--- config.mk ---
export PLATFORM = sky130hd
export DESIGN_NAME = odo_fifo
export DESIGN_NICKNAME = d
export VERILOG_FILES = /design/src/rtl/odo_pkg.sv /design/src/rtl/odo_fifo.sv
export SDC_FILE = /design/constraint.sdc
export NUM_CORES = 1
export LEC_CHECK = 0
export BUFFER_PORTS_ARGS = -buffer_cell sky130_fd_sc_hd__buf_2
export CAP_MARGIN = 0
export CORE_AREA = 2 2 44 46
export DETAILED_ROUTE_END_ITERATION = 12
export DIE_AREA = 0 0 46 48
export GPL_TIMING_DRIVEN = 0
export PLACE_DENSITY_LB_ADDON = 0.25
export SLEW_MARGIN = 10
export SYNTH_ARGS = -nofsm -noshare
export SYNTH_HDL_FRONTEND = slang
export SYNTH_SLANG_ARGS = --single-unit
--- constraint.sdc ---
create_clock -name clk -period 1.6 [get_ports clk]
set_input_delay 0.08 -clock clk [delete_from_list [all_inputs] [get_ports clk]]
set_output_delay 0.08 -clock clk [all_outputs]
set_load 0.02 [all_outputs]
--- src/rtl/odo_pkg.sv ---
// Shared types and constants of the odometry tracker.
package odo_pkg;

	typedef enum logic [1:0] {
		OP_UPDATE,
		OP_BASE,
		OP_SET
	} op_t;

	typedef enum logic [3:0] {
		ST_IDLE,
		ST_MUL_HI,
		ST_MUL_LO,
		ST_DIST,
		ST_ROT,
		ST_COEF,
		ST_MUL_X,
		ST_ACC_X,
		ST_ACC_Y,
		ST_EMIT
	} state_t;

	typedef struct packed {
		logic full;
		logic valid;
	} fifo_stat_t;

	localparam int CORDIC_STEPS = 24;
	localparam logic [31:0] CORDIC_GAIN_INIT = 32'd652032874;
	localparam logic [31:0] ATAN_TAB [0:CORDIC_STEPS-1] = '{
		32'd536870912, 32'd316933406, 32'd167458907, 32'd85004756, 32'd42667331,
		32'd21354465, 32'd10679838, 32'd5340245, 32'd2670163, 32'd1335087,
		32'd667544, 32'd333772, 32'd166886, 32'd83443, 32'd41722, 32'd20861,
		32'd10430, 32'd5215, 32'd2608, 32'd1304, 32'd652, 32'd326, 32'd163, 32'd81
	};

endpackage

--- src/rtl/odo_fifo.sv ---
// Two-entry queue between front and back ends.
module odo_fifo #(
	parameter int W = 8
) (
	input  logic               clk,
	input  logic               arst_n,
	input  logic               push,
	input  logic [W-1:0]       wdata,
	input  logic               pop,
	output logic [W-1:0]       rdata,
	output odo_pkg::fifo_stat_t stat
);

	logic [W-1:0] mem_q [0:1];
	logic         wr_q, rd_q;
	logic [1:0]   cnt_q;

	assign stat.full  = cnt_q == 2'd2;
	assign stat.valid = cnt_q != 2'd0;
	assign rdata      = mem_q[rd_q];

	always_ff @(posedge clk) begin
		if (push) begin
			mem_q[wr_q] <= wdata;
		end
	end

	always_ff @(posedge clk or negedge arst_n) begin
		if (!arst_n) begin
			wr_q  <= 1'b0;
			rd_q  <= 1'b0;
			cnt_q <= 2'd0;
		end else begin
			if (push) wr_q <= !wr_q;
			if (pop) rd_q <= !rd_q;
			cnt_q <= cnt_q + 2'(push) - 2'(pop);
		end
	end

endmodule

==> results.tsv <==
stage	metric	value	unit
die	Die Ht	48	µm
route	DR vias	435	
cells_and_area	number of fill cells	136	
pwr	Worst IR Drop VDD	0.000973	V
logic_synthesis	synth warn	0	
logic_synthesis	Avg Cell Area, Syn	20.3	µm²
cells_and_area	Layout area overhead	32.4	%
die	IO Count	22	
sta	RSZ-0062 raised after global routing	no	
cells_and_area	commonest non-fill, non-tap cells in the layout	buf_2 (21), edfxtp_1 (16), dlygate4sd3_1 (11)	
sta	Final Max Tran Viols	0	
critical_path	Buf/Inv on CP	3	
clock_tree	CTS root buf	clkbuf_4	
critical_path	CP required	1.77	ns
sta	clock skew	0.00304	ns
status	status	finished clean	
pwr	Pint	1.16	mW
pwr	Leakage Power	0.472	nW
pwr	Flop pwr share	45.0	%
sta	Tcrit/Tclk final	88.8	%
pwr	Pwr Total	1.69	mW
critical_path	Largest stage delay, worst path	0.53	ns
cells_and_area	most common cell after layout, fill and taps aside	buf_2	
die	DIE AREA	0.00221	mm²
worst_hold_path	worst hold path class	input port to async pin	
logic_synthesis	Post-Syn Area	811	µm²
clock_tree	# clock sinks	20	
clock_tree	Clk pin slew, worst setup/hold paths	0.10	ns
critical_path	crit path DAT	1.59	ns
route	Final ANT Viol Nets	0	
route	# DRC	0	
sta	final hold vios	0	
pwr	combinational share of power	41.6	%
logic_synthesis	Synth Net Count	54	
pwr	clock network fraction of total power	13.4	%
critical_path	Worst path top cell family by delay	buffers and inverters	
global_route	pin count of the biggest net entering global routing	12	
global_route	M1 GR Usage	12.9	%
route	Initial DRC Count	5	
global_route	GR Util met2	21.4	%
cells_and_area	Antenna Cells	0	
critical_path	Crit Path Class	input port to register	
critical_path	Critical Path Start Type	input port	
die	std cell rows	15	
global_route	Total GRT Usage	11.6	%
cells_and_area	nets	91	
critical_path	critical path cell sequence	dlygate4sd3_1 -> buf_2 -> ha_1 -> inv_1 -> ha_1 -> xor3_1	
critical_path	largest fanout on the critical path	2	
placed_design	placed cell count	78	
placed_design	Port-buffer cells	21	
die	die width	46	µm
clock_tree	CTS Buf Count	3	
die	core footprint	0.00169	mm²
pwr	Sw Share	31.6	%
logic_synthesis	number of cells produced by synthesis	40	
sta	final setup TNS	0	ns
sta	# setup viols final	0	
route	Post-Route WL	1130	µm
critical_path	Most common cell on crit path	ha_1	
clock_tree	CTS tree	done	
cells_and_area	layout cells sized above 1	44.7	%
job	Max-Cap Viols	0	
logic_synthesis	FF+latch count, synth	20	
placed_design	HPWL Detailed	780	µm
global_route	first-pass GRT wire length	1750	µm
critical_path	Setup crit end kind	register	
route	post-DR vias/cell	4.68	
critical_path	Crit-path slowest cell	dlygate4sd3_1	
route	routed len/inst	12.2	µm
sta	Hold WS	0.123	ns
pwr	pwr dens	1580	mW/mm²
clock_tree	CTS max path bufs	2	
pwr	Switch Pwr	0.535	mW
sta	Fmax	704	MHz
global_route	initial antenna violation count	0	
die	Initial Util	48.0	%
global_route	GRT Max-Usage Layer	met2	
sta	worst slew pin tran	0.685	ns
global_route	grt ovf	0	
clock_tree	htree depth	1	
sta	normalized max-slew margin	54.2	%
logic_synthesis	Distinct cells, synth	11	
placed_design	Placer Congestion	0.612	
route	drt first pass iters	3	
clock_tree	PostCTS Resize Cnt	0	
logic_synthesis	post-synthesis sequential area ratio	71.6	%
clock_tree	Clk Latency, worst-skew pair	0.28	ns
global_route	vias in the first global route	433	
cells_and_area	final non-filler cell total	93	
sta	final worst path period need	1.42	ns
global_route	GR Layer Usage met3	2.26	%
-- power groups by stage --
| stage | clock network, mW | logic, mW | registers [mW] |
|---|---|---|---|
| after detailed placement | 0 | 0.691 | 0.777 |
| after CTS | 0.237 | 0.713 | 0.765 |
| final | 0.226 | 0.704 | 0.762 |
| after global routing | 0.255 | 0.762 | 0.775 |
| after floorplan | 0 | 0.536 | 0.761 |
| after global placement | 0 | 0.686 | 0.769 |
-- sequential cells by signal, summed over array words and instances (netlist names) --
signal,flops
cnt_q,2
wr_q,1
mem_q,16
rd_q,1
-- per-stage QoR --
stage | setup slack [ns] | utilization, % | area, µm²
finish | 0.179 | 63.6 | 1070
global route | 0.117 | 63.6 | 1070
CTS | 0.189 | 63.6 | 1070
detailed placement | 0.225 | 55.5 | 937
global placement | 0.235 | 55.5 | 937
floorplan | 0.295 | - | 811
-- cells by family after synthesis --
family | after synthesis | synth area share (%)
xor gates and xnor gates | 3 | 5.09
adders and majority gates | 2 | 3.09
buffers and inverters | 3 | 2.32
DFF | 20 | 71.6
muxes | 8 | 14.8
and+or+nand+nor | 4 | 3.09
-- cell usage after synthesis --
master / n / area, µm²
xor3_1: 1 / 23.8
dfrtp_1: 4 / 100
xor2_1: 2 / 17.5
ha_1: 2 / 25.0
mux2_4: 8 / 120
and2_1: 1 / 6.26
buf_6: 1 / 11.3
edfxtp_1: 16 / 480
or2_2: 1 / 6.26
nor2b_1: 2 / 12.5
inv_1: 2 / 7.51
-- area by class of cell --
class / count / area (µm²) / share of cell area, %
plain buffers: 1 / 11.3 / 1.05
clock buffers: 3 / 22.5 / 2.10
clock inverters: 1 / 3.75 / 0.350
inverters: 2 / 7.51 / 0.699
multi-input cells: 17 / 211 / 19.7
flip-flops and latches: 20 / 581 / 54.1
well taps: 17 / 21.3 / 1.98
repair buffers: 32 / 215 / 20.0
-- per-layer routing --
| layer | share of wire (%) | routed length (µm) | up-vias |
|---|---|---|---|
| li1 | - | - | 220 |
| met1 | 44 | 496 | 199 |
| met2 | 51 | 575 | 16 |
| met4 | 0 | 0 | 0 |
| met5 | 0 | 0 | - |
| met3 | 5.3 | 60 | 0 |
-- final timing paths --
path / slack (ns) / depth (start not counted) / startpoint / end
worst max register to register: 0.24 / 5 / cnt_q[0] / cnt_q[1]
worst min-delay path: 0.12 / 2 / arst_n / wr_q
max in group asynchronous: 1.36 / 2 / arst_n / rd_q
worst min register to register: 0.49 / 1 / wr_q / wr_q
worst max-delay path: 0.18 / 6 / pop / cnt_q[1]
min in group clk: 0.49 / 1 / wr_q / wr_q
-- what timing repair did --
action / CTS / global route
hold endpoints to repair: 22 / 0
buffers inserted: 0 / 0
hold buffers: 11 / 0
-- worst reg2reg max path, delay by kind of cell, from the launching register on --
family	cells	cell delay, ns
DFF	1	0.38
buffers and inverters	2	0.10
xor gates and xnor gates	1	0.38
adders and majority gates	2	0.39
No activity file was read; power rests on OpenSTA's default activity.
